==> src/rtl/i2cm_pkg.sv <==
// ----------------------------------------------------------------------------
// i2cm_pkg
// Shared types and constants for the I2C master bit engine.
// ----------------------------------------------------------------------------
package i2cm_pkg;

    // Configuration register widths and reset values
    localparam int DELAY_W = 16;
    localparam int POLL_W  = 8;
    localparam int BYTE_W  = 8;
    localparam int CMD_W   = 3;
    localparam int CFG_IDX_W  = 1;
    localparam int CFG_DATA_W = DELAY_W;

    localparam logic [DELAY_W-1:0] DELAY_TICKS_RESET    = 16'd10;
    localparam logic [POLL_W-1:0]  ACK_POLL_LIMIT_RESET = 8'd250;

    // Configuration register indexes
    localparam logic [CFG_IDX_W-1:0] CFG_DELAY_TICKS    = 1'b0;
    localparam logic [CFG_IDX_W-1:0] CFG_ACK_POLL_LIMIT = 1'b1;

    // Command codes
    localparam logic [CMD_W-1:0] CMD_TICK  = 3'd0;
    localparam logic [CMD_W-1:0] CMD_START = 3'd1;
    localparam logic [CMD_W-1:0] CMD_STOP  = 3'd2;
    localparam logic [CMD_W-1:0] CMD_SEND  = 3'd3;
    localparam logic [CMD_W-1:0] CMD_WAIT  = 3'd4;
    localparam logic [CMD_W-1:0] CMD_READ  = 3'd5;

    // Number of bits in a byte transfer
    localparam logic [3:0] BITS_PER_BYTE = 4'd8;

    // Sequencer phases
    typedef enum logic [3:0] {
        PH_IDLE    = 4'd0,
        PH_ST1     = 4'd1,
        PH_ST2     = 4'd2,
        PH_SP1     = 4'd3,
        PH_SP2     = 4'd4,
        PH_SP3     = 4'd5,
        PH_SB_HI   = 4'd6,
        PH_SB_LO   = 4'd7,
        PH_WA1     = 4'd8,
        PH_WA2     = 4'd9,
        PH_WA_POLL = 4'd10,
        PH_RB_HI   = 4'd11,
        PH_RB_LO   = 4'd12,
        PH_RA1     = 4'd13,
        PH_RA2     = 4'd14
    } phase_t;

    // One result word
    typedef struct packed {
        logic              scl_out;
        logic              sda_out;
        logic              busy_res;
        logic              done_res;
        logic              nack;
        logic [BYTE_W-1:0] read_data;
    } result_t;

endpackage

==> src/rtl/i2cm_core.sv <==
// ----------------------------------------------------------------------------
// i2cm_core
// Bus sequencer state and its one-tick update; produces the result word
// of the current tick from the updated state.
// ----------------------------------------------------------------------------
module i2cm_core
    import i2cm_pkg::*;
(
    input  logic                aclk,
    input  logic                aresetn,
    input  logic                step_en,
    input  logic [CMD_W-1:0]    command,
    input  logic [BYTE_W-1:0]   data_byte,
    input  logic                send_ack,
    input  logic                sda_in,
    input  logic [DELAY_W-1:0]  delay_ticks,
    input  logic [POLL_W-1:0]   ack_poll_limit,
    output result_t             result
);

    phase_t             phase_reg, phase_next;
    logic [3:0]         bit_index_reg, bit_index_next;
    logic [BYTE_W-1:0]  shifter_reg, shifter_next;
    logic [DELAY_W-1:0] delay_count_reg, delay_count_next;
    logic [POLL_W-1:0]  poll_count_reg, poll_count_next;
    logic               scl_reg, scl_next;
    logic               sda_reg, sda_next;
    logic               ack_choice_reg, ack_choice_next;
    logic               nack_reg, nack_next;
    logic [BYTE_W-1:0]  rx_hold_reg, rx_hold_next;
    logic               done;
    logic [DELAY_W-1:0] load_val;
    logic               expired;
    logic               polling;
    logic [3:0]         bit_inc;

    assign load_val = (delay_ticks == '0) ? DELAY_W'(1) : delay_ticks;
    assign expired  = (delay_count_reg <= DELAY_W'(1));
    assign polling  = (phase_reg == PH_WA_POLL) || ((phase_reg == PH_WA2) && expired);
    assign bit_inc  = bit_index_reg + 4'd1;

    // Compute the state after this tick
    always_comb begin
        phase_next       = phase_reg;
        bit_index_next   = bit_index_reg;
        shifter_next     = shifter_reg;
        delay_count_next = delay_count_reg;
        poll_count_next  = poll_count_reg;
        scl_next         = scl_reg;
        sda_next         = sda_reg;
        ack_choice_next  = ack_choice_reg;
        nack_next        = nack_reg;
        rx_hold_next     = rx_hold_reg;
        done             = 1'b0;

        if (phase_reg == PH_IDLE) begin
            case (command)
                CMD_START: begin
                    sda_next         = 1'b1;
                    scl_next         = 1'b1;
                    delay_count_next = load_val;
                    phase_next       = PH_ST1;
                end
                CMD_STOP: begin
                    scl_next         = 1'b0;
                    sda_next         = 1'b0;
                    delay_count_next = load_val;
                    phase_next       = PH_SP1;
                end
                CMD_SEND: begin
                    scl_next         = 1'b0;
                    sda_next         = data_byte[BYTE_W-1];
                    shifter_next     = {data_byte[BYTE_W-2:0], 1'b0};
                    bit_index_next   = '0;
                    delay_count_next = load_val;
                    phase_next       = PH_SB_HI;
                end
                CMD_WAIT: begin
                    nack_next        = 1'b0;
                    poll_count_next  = '0;
                    sda_next         = 1'b1;
                    delay_count_next = load_val;
                    phase_next       = PH_WA1;
                end
                CMD_READ: begin
                    sda_next         = 1'b1;
                    scl_next         = 1'b0;
                    ack_choice_next  = send_ack;
                    shifter_next     = '0;
                    bit_index_next   = '0;
                    delay_count_next = load_val;
                    phase_next       = PH_RB_HI;
                end
                default: begin
                end
            endcase
        end else if (polling) begin
            // Sample the acknowledge slot, time out into a stop sequence
            delay_count_next = '0;
            if (!sda_in) begin
                scl_next   = 1'b0;
                nack_next  = 1'b0;
                phase_next = PH_IDLE;
                done       = 1'b1;
            end else if (poll_count_reg >= ack_poll_limit) begin
                nack_next        = 1'b1;
                scl_next         = 1'b0;
                sda_next         = 1'b0;
                delay_count_next = load_val;
                phase_next       = PH_SP1;
            end else begin
                poll_count_next = poll_count_reg + POLL_W'(1);
                phase_next      = PH_WA_POLL;
            end
        end else if (!expired) begin
            delay_count_next = delay_count_reg - DELAY_W'(1);
        end else begin
            // Delay ran out: take the next pin step
            delay_count_next = '0;
            case (phase_reg)
                PH_ST1: begin
                    sda_next         = 1'b0;
                    delay_count_next = load_val;
                    phase_next       = PH_ST2;
                end
                PH_ST2: begin
                    scl_next   = 1'b0;
                    phase_next = PH_IDLE;
                    done       = 1'b1;
                end
                PH_SP1: begin
                    scl_next         = 1'b1;
                    delay_count_next = load_val;
                    phase_next       = PH_SP2;
                end
                PH_SP2: begin
                    sda_next         = 1'b1;
                    delay_count_next = load_val;
                    phase_next       = PH_SP3;
                end
                PH_SP3: begin
                    phase_next = PH_IDLE;
                    done       = 1'b1;
                end
                PH_SB_HI: begin
                    scl_next         = 1'b1;
                    delay_count_next = load_val;
                    phase_next       = PH_SB_LO;
                end
                PH_SB_LO: begin
                    scl_next       = 1'b0;
                    bit_index_next = bit_inc;
                    if (bit_inc >= BITS_PER_BYTE) begin
                        phase_next = PH_IDLE;
                        done       = 1'b1;
                    end else begin
                        sda_next         = shifter_reg[BYTE_W-1];
                        shifter_next     = {shifter_reg[BYTE_W-2:0], 1'b0};
                        delay_count_next = load_val;
                        phase_next       = PH_SB_HI;
                    end
                end
                PH_WA1: begin
                    scl_next         = 1'b1;
                    delay_count_next = load_val;
                    phase_next       = PH_WA2;
                end
                PH_RB_HI: begin
                    scl_next         = 1'b1;
                    shifter_next     = {shifter_reg[BYTE_W-2:0], sda_in};
                    bit_index_next   = bit_inc;
                    delay_count_next = load_val;
                    phase_next       = PH_RB_LO;
                end
                PH_RB_LO: begin
                    scl_next         = 1'b0;
                    delay_count_next = load_val;
                    if (bit_index_reg < BITS_PER_BYTE) begin
                        phase_next = PH_RB_HI;
                    end else begin
                        rx_hold_next = shifter_reg;
                        sda_next     = !ack_choice_reg;
                        phase_next   = PH_RA1;
                    end
                end
                PH_RA1: begin
                    scl_next         = 1'b1;
                    delay_count_next = load_val;
                    phase_next       = PH_RA2;
                end
                PH_RA2: begin
                    scl_next   = 1'b0;
                    phase_next = PH_IDLE;
                    done       = 1'b1;
                end
                default: begin
                    phase_next = PH_IDLE;
                end
            endcase
        end
    end

    // Advance the state on every accepted word
    always_ff @(posedge aclk) begin
        if (!aresetn) begin
            phase_reg       <= PH_IDLE;
            bit_index_reg   <= '0;
            shifter_reg     <= '0;
            delay_count_reg <= '0;
            poll_count_reg  <= '0;
            scl_reg         <= 1'b1;
            sda_reg         <= 1'b1;
            ack_choice_reg  <= 1'b0;
            nack_reg        <= 1'b0;
            rx_hold_reg     <= '0;
        end else if (step_en) begin
            phase_reg       <= phase_next;
            bit_index_reg   <= bit_index_next;
            shifter_reg     <= shifter_next;
            delay_count_reg <= delay_count_next;
            poll_count_reg  <= poll_count_next;
            scl_reg         <= scl_next;
            sda_reg         <= sda_next;
            ack_choice_reg  <= ack_choice_next;
            nack_reg        <= nack_next;
            rx_hold_reg     <= rx_hold_next;
        end
    end

    // Result word from the updated state
    assign result.scl_out   = scl_next;
    assign result.sda_out   = sda_next;
    assign result.busy_res  = (phase_next != PH_IDLE);
    assign result.done_res  = done;
    assign result.nack      = nack_next;
    assign result.read_data = rx_hold_next;

endmodule

==> src/rtl/i2cm_out_buf.sv <==
// ----------------------------------------------------------------------------
// i2cm_out_buf
// Result register with valid/ready handshake; takes a new word in the same
// cycle the held one is taken.
// ----------------------------------------------------------------------------
module i2cm_out_buf
    import i2cm_pkg::*;
(
    input  logic    aclk,
    input  logic    aresetn,
    input  logic    load,
    input  result_t result_in,
    output logic    can_load,
    output logic    m_valid,
    input  logic    m_ready,
    output result_t result_out
);

    logic    valid_reg;
    result_t data_reg;

    assign can_load   = !valid_reg || m_ready;
    assign m_valid    = valid_reg;
    assign result_out = data_reg;

    // Hold the word until taken, refill on load
    always_ff @(posedge aclk) begin
        if (!aresetn) begin
            valid_reg <= 1'b0;
        end else if (load) begin
            valid_reg <= 1'b1;
        end else if (m_ready) begin
            valid_reg <= 1'b0;
        end
    end

    always_ff @(posedge aclk) begin
        if (load) begin
            data_reg <= result_in;
        end
    end

endmodule

==> src/rtl/i2c_master_bit_engine.sv <==
// Each word is one bus tick; its result word is registered onto m_.
// Throughput: one word per cycle while s_ready is high; the phase sequencer
// plus the result register update once per accepted word.
// s_ready drops only while a result word is held and m_ready is low.
// Reset (aresetn, synchronous, active low): sequencer idle with SCL and SDA
// released, result register empty, delay_ticks 10, ack_poll_limit 250.
// ----------------------------------------------------------------------------
// i2c_master_bit_engine
// Tick-driven I2C master: start, stop, send byte, wait ack, read byte.
// ----------------------------------------------------------------------------
module i2c_master_bit_engine
    import i2cm_pkg::*;
(
    input  logic                  aclk,
    input  logic                  aresetn,
    // Configuration write port
    input  logic                  cfg_we,
    input  logic [CFG_IDX_W-1:0]  cfg_index,
    input  logic [CFG_DATA_W-1:0] cfg_wdata,
    // Input channel
    input  logic                  s_valid,
    output logic                  s_ready,
    input  logic [CMD_W-1:0]      s_command,
    input  logic [BYTE_W-1:0]     s_data_byte,
    input  logic                  s_send_ack,
    input  logic                  s_sda_in,
    // Result channel
    output logic                  m_valid,
    input  logic                  m_ready,
    output logic                  m_scl_out,
    output logic                  m_sda_out,
    output logic                  m_busy_res,
    output logic                  m_done_res,
    output logic                  m_nack,
    output logic [BYTE_W-1:0]     m_read_data
);

    logic [DELAY_W-1:0] delay_ticks_reg;
    logic [POLL_W-1:0]  ack_poll_limit_reg;
    logic               can_load;
    logic               accept;
    result_t            core_result;
    result_t            out_result;

    // Configuration registers
    always_ff @(posedge aclk) begin
        if (!aresetn) begin
            delay_ticks_reg    <= DELAY_TICKS_RESET;
            ack_poll_limit_reg <= ACK_POLL_LIMIT_RESET;
        end else if (cfg_we) begin
            case (cfg_index)
                CFG_DELAY_TICKS:    delay_ticks_reg    <= cfg_wdata;
                CFG_ACK_POLL_LIMIT: ack_poll_limit_reg <= cfg_wdata[POLL_W-1:0];
                default: begin
                end
            endcase
        end
    end

    assign s_ready = can_load;
    assign accept  = s_valid && can_load;

    i2cm_core u_core (
        .aclk           (aclk),
        .aresetn        (aresetn),
        .step_en        (accept),
        .command        (s_command),
        .data_byte      (s_data_byte),
        .send_ack       (s_send_ack),
        .sda_in         (s_sda_in),
        .delay_ticks    (delay_ticks_reg),
        .ack_poll_limit (ack_poll_limit_reg),
        .result         (core_result)
    );

    i2cm_out_buf u_out_buf (
        .aclk       (aclk),
        .aresetn    (aresetn),
        .load       (accept),
        .result_in  (core_result),
        .can_load   (can_load),
        .m_valid    (m_valid),
        .m_ready    (m_ready),
        .result_out (out_result)
    );

    assign m_scl_out   = out_result.scl_out;
    assign m_sda_out   = out_result.sda_out;
    assign m_busy_res  = out_result.busy_res;
    assign m_done_res  = out_result.done_res;
    assign m_nack      = out_result.nack;
    assign m_read_data = out_result.read_data;

endmodule

==> config.mk <==
export PLATFORM = sky130hd
export DESIGN_NAME = i2c_master_bit_engine
export DESIGN_NICKNAME = d
export VERILOG_FILES = /design/src/rtl/i2cm_pkg.sv /design/src/rtl/i2cm_core.sv /design/src/rtl/i2cm_out_buf.sv /design/src/rtl/i2c_master_bit_engine.sv
export SDC_FILE = /design/constraint.sdc
export NUM_CORES = 1
export LEC_CHECK = 0
export ABC_AREA = 0
export ABC_CLOCK_PERIOD_IN_PS = 5670
export BUFFER_PORTS_ARGS = -buffer_cell sky130_fd_sc_hd__buf_4
export CELL_PAD_IN_SITES_DETAIL_PLACEMENT = 0
export CELL_PAD_IN_SITES_GLOBAL_PLACEMENT = 1
export CORE_MARGIN = 2
export CORE_UTILIZATION = 50
export CTS_BUF_LIST = sky130_fd_sc_hd__clkbuf_8
export DETAILED_ROUTE_END_ITERATION = 10
export GPL_TIMING_DRIVEN = 0
export HOLD_SLACK_MARGIN = 0.02
export MAX_ROUTING_LAYER = met4
export PLACE_DENSITY_LB_ADDON = 0.15
export SETUP_SLACK_MARGIN = 0.2
export SKIP_LAST_GASP = 1
export SYNTH_ARGS = -nofsm -noshare
export SYNTH_HDL_FRONTEND = slang
export SYNTH_SLANG_ARGS = --single-unit
==> constraint.sdc <==
create_clock -name aclk -period 5.67 [get_ports aclk]
set_clock_uncertainty 0.2 [all_clocks]
set_input_delay 0.8505 -clock aclk [delete_from_list [all_inputs] [get_ports aclk]]
set_output_delay 0.8505 -clock aclk [all_outputs]
set_load 0.01 [all_outputs]
==> results of run 1 <==
[through the flow]
stage | cell area, um2 | hold WS [ps] | util [%] | cells
CTS | 5610 | 257 | 58.2 | 786
global route | 5610 | 283 | 58.2 | 786
floorplan | 4890 | 229 | - | 589
detailed placement | 5420 | 243 | 56.2 | 770
global placement | 5420 | 236 | 56.2 | 770
finish | 5610 | 255 | 58.2 | 786
[critical path, cell delays in order, from the launching register on]
cell	delay [ps]
dfxtp_1	450
inv_1	70
ha_1	280
o2111ai_1	440
buf_2	370
o31a_1	170
buf_4	220
nor2_4	100
o31a_2	430
a221o_1	380
[worst paths after layout]
kind              cells past startpoint  slack, ps                      start                         to
hold / removal                        2        250      u_core.rx_hold_reg[1]      u_core.rx_hold_reg[1]
setup reg to reg                      9       2440  u_core.delay_count_reg[0]  u_core.delay_count_reg[3]
setup / recovery                      9       2440  u_core.delay_count_reg[0]  u_core.delay_count_reg[3]
hold reg to reg                       2        250      u_core.rx_hold_reg[1]      u_core.rx_hold_reg[1]
[report_power, final]
| group | switching, mW | leakage (nW) | total, mW | internal, mW |
|---|---|---|---|---|
| Combinational | 0.315 | 1.29 | 0.491 | 0.176 |
| Clock | 0.240 | 0.0907 | 0.442 | 0.202 |
| Sequential | 0.0396 | 0.757 | 0.730 | 0.691 |
[layout by cell type, fill, tap and decap left out, types with 9 or more instances in the layout]
cell and count:
a21oi_1 51, o211ai_1 11, inv_1 24, o21ai_0 31
ha_1 12, a221o_1 9, nor3_1 17, nand3_1 22
clkbuf_8 9, clkbuf_1 25, o31ai_1 14, nor2_1 32
edfxtp_1 13, nand2_1 87, nand2b_1 12, dfxtp_1 77
buf_4 49
[metal layers]
metal	global-route usage, %	part of all wire (%)
met5	-	0
met4	10.2	2.3
met3	3.46	5.4
met2	40.8	45
met1	37.3	47
[logic make-up (layout without fill, tap and decap cells)]
group           Yosys count  count (layout)  share of synthesized area [%]
mux                      10              10                           2.25
xor+xnor                 15              15                           2.68
simple gates            228             228                           24.2
flops                    90              90                           39.5
compound gates          174             174                           23.5
fa+ha+maj                12              12                           3.07
buf+inv                  60             124                           4.83
[final cells by class]
class                           instances  area, um2  share of cell area, %
Clock inverter                          7       68.8                   1.23
Tap cell                              133        166                   2.96
Multi-Input combinational cell        439       2730                   48.6
Inverter                               25       93.8                   1.67
Clock buffer                            9        124                   2.21
Sequential cell                        90       1930                   34.4
Buffer                                 35        143                   2.54
Timing Repair Buffer                   48        360                   6.42
==> metrics.txt, run 1 <==
Die Ht=about 100 um; vias per cell=5.90; port bufs=48; fill count=940; post-synthesis sequential area ratio=between 30 and 40%; vias after detailed routing=roughly 4600; Synth Flop Type=dfxtp_1; Max Fclk=309 MHz; Layout area overhead=14.7%; Die W=slightly above 100 um; # Max-Cap Violations=0; CTS Hold Bufs=0; CTS resizes=0; CTS Sinks=90; grt total ovfl=0; layout cell share with drive strength beyond 1=roughly 14%; flops & latches, synth=90; leak pwr=between 2 and 2.5 nW; Core ar.=approximately 0.0096 mm2; synthesis warning total=0; pre-CTS WS=approximately 2400 ps; cell row count=36; Crit path required time=around 5700 ps; Worst-Skew Late Latency=between 300 and 400 ps; post-CTS setup buffers=0; largest net degree at the start of global routing=23; power per cell area=just under 300 mW/mm2; Post-synth top cells=87 x nand2_1, 77 x dfxtp_1, 51 x a21oi_1; worst setup margin=2440 ps; status=completed; CTS root buffer=clkbuf_8; Slew HR=14.5%; CP startpoint kind=register; CP Max Fanout=10; vias in the first global route=4289; I/O pin cnt=50; initial antenna violation count=0; CTS Buf Count=9; H-tree levels=3; overall routed net length=13.3 mm; Post-Syn Nets=roughly 640; initial core utilization=approximately half; routed length per instance=approximately 17 um; number of nets in the layout=between 600 and 700; Syn Std Cell Area=0.00489 mm2; Final ANT Viol Nets=0; CTS tree=yes; Clock Tree Buf Depth=2; cell with the most instances after synthesis=nand2_1; first-pass GRT wire length=about 21 mm; area share of the largest cell type after synthesis=approximately a third; Final Hold Vio Count=0; Hold/Removal Path Class=register to register; DPL Wire Length=9.83 mm; Crit path arrival time=between 3000 and 4000 ps; final setup violation count=0; full die area=approximately 0.011 mm2; Post-route DRC=0; GRT Total Usage=27.1%; worst setup path class=register to register; DR iter-0 viols=317; Post-synth EDFFs=13; total power=approximately 1.7 mW; Yosys top cell by area=dfxtp_1; asr flop ratio synth=0%; Tcrit/Tclk final=57.0%; worst slew pin tran=1280 ps; placer congestion estimate=between 0.9 and 1; CTS clk-pin slew, worst paths=approximately 90 ps; # diodes=0; Peak VDD IR=roughly 0.15 mV; RSZ-0062 raised after global routing=false; Pins Over Slew Limit=0; Tmin final=3230 ps; crit end category=register; cell types occupying the most area after synthesis=dfxtp_1 31%, edfxtp_1 8.0%, nand2_1 6.7%; DR pass1 iterations=5; syn avg cell area=between 8 and 9 um2; Synth cell types=70; Fin Setup TNS=0 ps; cell count after synthesis=between 500 and 600
Power figures use the tool's default switching activity.
==> inputs of run 2 (changes only) <==
Settings changed: ABC_AREA 0 to 1, ABC_CLOCK_PERIOD_IN_PS 5670 to 3000, CORE_UTILIZATION 50 to 44.
Clock period 5.67 ns to 3 ns, I/O delays scaled along.
==> run 2 against run 1 <==
Compared with the run above:
- clock power increased by 82%
- fmax is 35% higher
- synthesized cell count rose by 35%
- utilization shrank 7.5 points
- power is 89% higher
- die area increased by 22%
- largest cell class unchanged
- highest routed layer unchanged
==> metrics.txt, run 2 <==
M3 GR Usage=around 5.6%; Placed Cells=between 900 and 1000; Post-Synth Simple-Gate Area=around 31%; CTS Buf Count=9; Final Hold Vio Count=0; CTS resizes=0; Yosys top cell by area=dfxtp_1; # diodes=0; full die area=between 0.01 and 0.015 mm2; worst setup path class=register to register; placer congestion estimate=0.930; met2 usage in global routing=between 30 and 40%; cell types occupying the most area after synthesis=dfxtp_1 29%, nand2_1 13%, nor2_1 8.5%; Hold/Removal Path Class=input port to register; RSZ-0062 raised after global routing=false; DR iter-0 viols=about 440; Worst-Skew Late Latency=approximately 380 ps; worst slew pin tran=between 600 and 700 ps; most frequent cells in the layout=189 x nand2_1, 121 x nor2_1, 83 x inv_1; Crit path arrival time=around 2500 ps; CTS root buffer=clkbuf_8; flops & latches, synth=90; Post-synth EDFFs=13; CP Max Fanout=9; post-layout util=approximately half; Post-synth top cells=189 x nand2_1, 121 x nor2_1, 83 x inv_1; port bufs=49; cell with the most instances after synthesis=nand2_1; Pins Over Slew Limit=0; vias in the first global route=between 4000 and 5000; vias per cell=between 5 and 6; met1 GRT Util=36.5%; first-pass GRT wire length=24.9 mm; GRT Total Usage=around 25%; CP startpoint kind=register; fill count=roughly 1300; area of placed instances=0.00586 mm2; pre-CTS WS=~580 ps; layout cell share with drive strength beyond 1=between 10% and 20%; post-synthesis mux area share=0%; Tmin final=2390 ps; Clock Tree Buf Depth=2; crit-path max cell delay=about 460 ps; Fin Setup TNS=0 ps; overall routed net length=between 15 and 20 mm; final setup violation count=0; Post-route DRC=0; Layout area overhead=13.8%; commonest non-fill, non-tap cell in the layout=nand2_1; Slew HR=a little over half; grt total ovfl=0; Core ar.=between 0.01 and 0.015 mm2; Synth Flop Type=dfxtp_1; post-CTS setup buffers=0; RR Startpoint=u_core.poll_count_reg[3]; HP Start=cfg_wdata[8]; CP cell instances=ha_1, nand2_1, inv_1, nand2_1, nand2_1, nand2_1, nand3_1, nand2_1, nor2_1, nor2_2, nor2_1, nor2_1, nor2_1; largest net degree at the start of global routing=23; Die W=around 110 um; Final ANT Viol Nets=0; number of nets in the layout=between 900 and 1000; DR pass1 iterations=5; Crit path required time=about 3100 ps; busiest grt layer=met1; CTS Sinks=90; Max Fclk=418 MHz; CTS Hold Bufs=0; cell row count=40; power per cell area=slightly above 500 mW/mm2; fin area=a little over 0.006 mm2; Crit-path slowest cell=dfxtp_1; synthesis warning total=0; status=completed; area share of the largest cell type after synthesis=around 29%; asr flop ratio synth=0%; initial antenna violation count=0; Tcrit/Tclk final=between 70% and 80%; Post-Synth Adder-Cell Area=around 2.8%; worst setup margin=605 ps; initial core utilization=roughly 45%; vias after detailed routing=about 5300; leak pwr=~2.9 nW; syn avg cell area=approximately 6.7 um2; H-tree levels=3; Syn Std Cell Area=between 0.005 and 0.006 mm2; post-synthesis sequential area ratio=36.4%; main combinational cell family by area after synthesis=simple AND/OR/NAND/NOR gates; Peak VDD IR=~0.26 mV; CP Launch Point=u_core.poll_count_reg[3]; Synth cell types=42; XOR/XNOR Fraction of Synth Area=about 3.1%; CTS clk-pin slew, worst paths=~100 ps; final cell count without fillers=a little over 1000; crit end category=register; I/O pin cnt=50; Synth Area in Compound Gates=between 10% and 20%; Post-Syn Nets=842; CTS tree=yes; DPL Wire Length=around 12 mm; cell count after synthesis=795; routed length per instance=about 15 um; Die Ht=114 um; most numerous cell on the critical path=nand2_1; # Max-Cap Violations=0
[run 2: layout make-up]
type                    count  area, um2  share of cell area [%]
multi-input cells         590       2910                    48.2
flip-flops and latches     90       1930                    32.0
repair buffers             49        368                    6.09
inverters                  88        330                    5.47
well taps                 147        184                    3.04
plain buffers              27        140                    2.32
clock buffers              10        138                    2.28
clock inverters             6       41.3                   0.683
[run 2: worst paths after layout]
check / end / slack [ps] / cells past startpoint
max: u_core.delay_count_reg[3] / 610 / 13
min: delay_ticks_reg[8] / 90 / 3
max reg2reg: u_core.delay_count_reg[3] / 610 / 13
min reg2reg: ack_poll_limit_reg[2] / 280 / 2
[run 2: critical path: cells and delay by family, from the launching register on]
family        cells  cell delay, ps
fa+ha+maj         1             290
flops             1             460
simple gates     11            1280
buf+inv           1              50
[run 2: cell families after synthesis]
group                    count (synthesis)
AO/OA/AOI/OAI                          169
flip-flops                              90
AND/OR/NAND/NOR                        390
buffers and inverters                  115
XOR/XNOR                                19
adder cells (fa/ha/maj)                 12
[run 2: layer usage]
layer	vias to the layer above	part of all wire, %	routed length (um)
li1	2709	-	-
met3	13	5.8	899
met4	0	1.0	154
met2	150	43	6640
met5	-	0	0
met1	2438	50	7770
[run 2: report_power, final]
part	internal, mW	switching [mW]	leakage (nW)	total [mW]
logic	0.333	0.598	2.03	0.931
registers	1.33	0.0737	0.761	1.40
clock network	0.326	0.480	0.0964	0.806
[run 2: per-stage QoR]
step | hold slack, ps | total power, mW
floorplan | 235 | 2.07
global placement | 256 | 2.34
detailed placement | 269 | 2.35
CTS | 83.1 | 3.15
global route | 80.7 | 3.33
finish | 93.4 | 3.14
==> inputs of run 3 (changes only) <==
Settings changed: ABC_CLOCK_PERIOD_IN_PS 3000 to 2200, CORE_UTILIZATION 44 to 40.
Clock period 3 ns to 2.2 ns, I/O delays scaled along.
==> run 3 against run 2 <==
Compared with the run above:
- combinational power grew 71%
- worst setup slack lost 500 ps
- flip-flop and latch count is the same
- register-to-register slack lost 500 ps
- global-route usage shrank 1.4 points
- first-iteration DRC count shrank 30%
- sequential share of layout area shrank 3.6 points
- hold slack lost 37 ps
- sequential power grew 37%
- cell count grew 6.5%
- die area grew 9.6%
- critical endpoint is now u_core.poll_count_reg[2]
- highest routed layer unchanged
==> metrics.txt, run 3 (synthesized netlist as in run 2, its figures left out) <==
Crit-path slowest cell=dfxtp_4; power per cell area=about 660 mW/mm2; Buf/Inv on CP=3; family with the most delay on the worst path=simple AND/OR/NAND/NOR gates; overall routed net length=around 17 mm; Crit path arrival time=~2200 ps; CP startpoint kind=register; vias per cell=roughly 5.1; Net Sw Frac=between 30% and 40%; Die Ht=~120 um; post-layout util=53.1%; # Max-Cap Violations=0; Tmin final=around 2100 ps; CP Launch Point=u_core.delay_count_reg[0]; most numerous cell on the critical path=nand2_4; Hold/Removal Path Class=input port to register; Post-route DRC=0; CTS root buffer=clkbuf_8; CTS tree=yes; fill count=between 1000 and 1500; Core ar.=roughly 0.013 mm2; Max Fclk=roughly 480 MHz; H-tree levels=3; number of nets in the layout=938; CTS Buf Count=9; crit-path max cell delay=380 ps; Crit path required time=2310 ps; port bufs=49; worst setup path class=register to register; Layout area overhead=30.8%; RSZ-0062 raised after global routing=true; Slew HR=41.8%; commonest non-fill, non-tap cell in the layout=nand2_1; DPL Wire Length=11.9 mm; routed length per instance=roughly 15 um; Comb power frac=approximately a third; Fin Setup TNS=0 ps; RR Startpoint=u_core.delay_count_reg[0]; Worst-Skew Late Latency=between 300 and 400 ps; Die W=~120 um; Final Hold Vio Count=0; vias after detailed routing=approximately 5500; CTS Sinks=90; worst setup margin=between 100 and 150 ps; area of placed instances=0.00590 mm2; sequential share of power=a little over two fifths; CP cell instances=inv_4, ha_4, inv_2, nand2_2, nand2_2, nor2_4, nand2_4, nand2_4, nand2_4, buf_12, nand2_8, nand2_4, nor2_4, nand3b_1, a21oi_1; Int Power=between 2 and 3 mW; pre-CTS WS=-147 ps; CP Max Fanout=6; HP Start=cfg_wdata[13]; vias in the first global route=a little over 5000; largest net degree at the start of global routing=23; worst slew pin tran=862 ps; Clock Tree Buf Depth=2; Psw=1.75 mW; first-pass GRT wire length=approximately 26 mm; GRT Total Usage=between 20% and 30%; cell row count=42; Tcrit/Tclk final=95.1%; I/O pin cnt=50; grt total ovfl=0; hold_ws=56.7 ps; most frequent cells in the layout=174 x nand2_1, 101 x nor2_1, 68 x inv_1, 68 x buf_4, 66 x o21ai_0; CTS clk-pin slew, worst paths=~100 ps; Pins Over Slew Limit=0; crit end category=register; status=completed; layout cell share with drive strength beyond 1=around 25%; final setup violation count=0; fin area=~0.007 mm2; leak pwr=around 3.1 nW; reg2reg setup slack=110 ps; Final ANT Viol Nets=0; initial core utilization=40.6%; clock power share=23.6%; DR pass1 iterations=5; # diodes=0; initial antenna violation count=0; Peak VDD IR=between 0.2 and 0.3 mV; full die area=roughly 0.014 mm2; placer congestion estimate=a little over 0.9; DR iter-0 viols=about 310
-- run 3: changes by cell type in the layout (fill, tap and decap cells not counted), sizes merged --
| cell | before | now |
|---|---|---|
| clkinvlp | 0 | 4 |
| nor2 | 130 | 132 |
| buf | 64 | 84 |
| dlygate4sd3 | 0 | 13 |
| clkinv | 5 | 2 |
-- run 3: stage by stage --
stage               power, mW  instances
finish                   4.59       1072
global route             4.86       1072
CTS                      4.44       1060
detailed placement       3.22       1020
global placement         3.20       1020
floorplan                2.82        795
-- run 3: power by group through the flow --
stage	combinational [mW]	clock, mW	sequential (mW)
2_1_floorplan	0.881	0	1.94
5_1_grt	1.76	1.17	1.94
3_3_place_gp	1.26	0	1.95
6_report	1.59	1.09	1.92
4_1_cts	1.42	1.11	1.92
3_5_place_dp	1.27	0	1.95
-- run 3: area by class of cell --
| cell class | instances | area, um2 | area share, % |
|---|---|---|---|
| Buffer | 27 | 174 | 2.50 |
| Clock buffer | 9 | 124 | 1.78 |
| Clock inverter | 7 | 52.6 | 0.756 |
| Inverter | 88 | 347 | 4.99 |
| Multi-Input combinational cell | 592 | 3370 | 48.5 |
| Sequential cell | 90 | 1970 | 28.3 |
| Tap cell | 176 | 220 | 3.17 |
| Timing Repair Buffer | 83 | 692 | 9.95 |
-- run 3: per-layer routing --
layer | vias up | global-route usage [%] | part of all wire [%]
met4 | 0 | 7.07 | 1.6
li1 | 2788 | - | -
met1 | 2563 | 33.1 | 49
met5 | - | - | 0
met3 | 20 | 3.83 | 4.5
met2 | 115 | 36.0 | 45
-- run 3: repair_timing --
item,CTS,global route
buffers inserted,10,11
hold buffers,13,0
endpoints found under the hold margin,15,0
endpoints found under the setup margin,76,64
resized for setup,63,97
cloned,1,1
pin swaps,22,35
-- run 3: path summary, 6_finish.rpt --
check / end / depth (start not counted)
worst max-delay path: u_core.poll_count_reg[2] / 15
worst min-delay path: delay_ticks_reg[13] / 3
worst max register to register: u_core.poll_count_reg[2] / 15
worst min register to register: ack_poll_limit_reg[2] / 2
-- run 3: tightest hold or removal path: cells and delay by family --
family / cells / cell delay [ps]
AOI/OAI and AO/OA: 2 / 220
buffers and inverters: 1 / 70
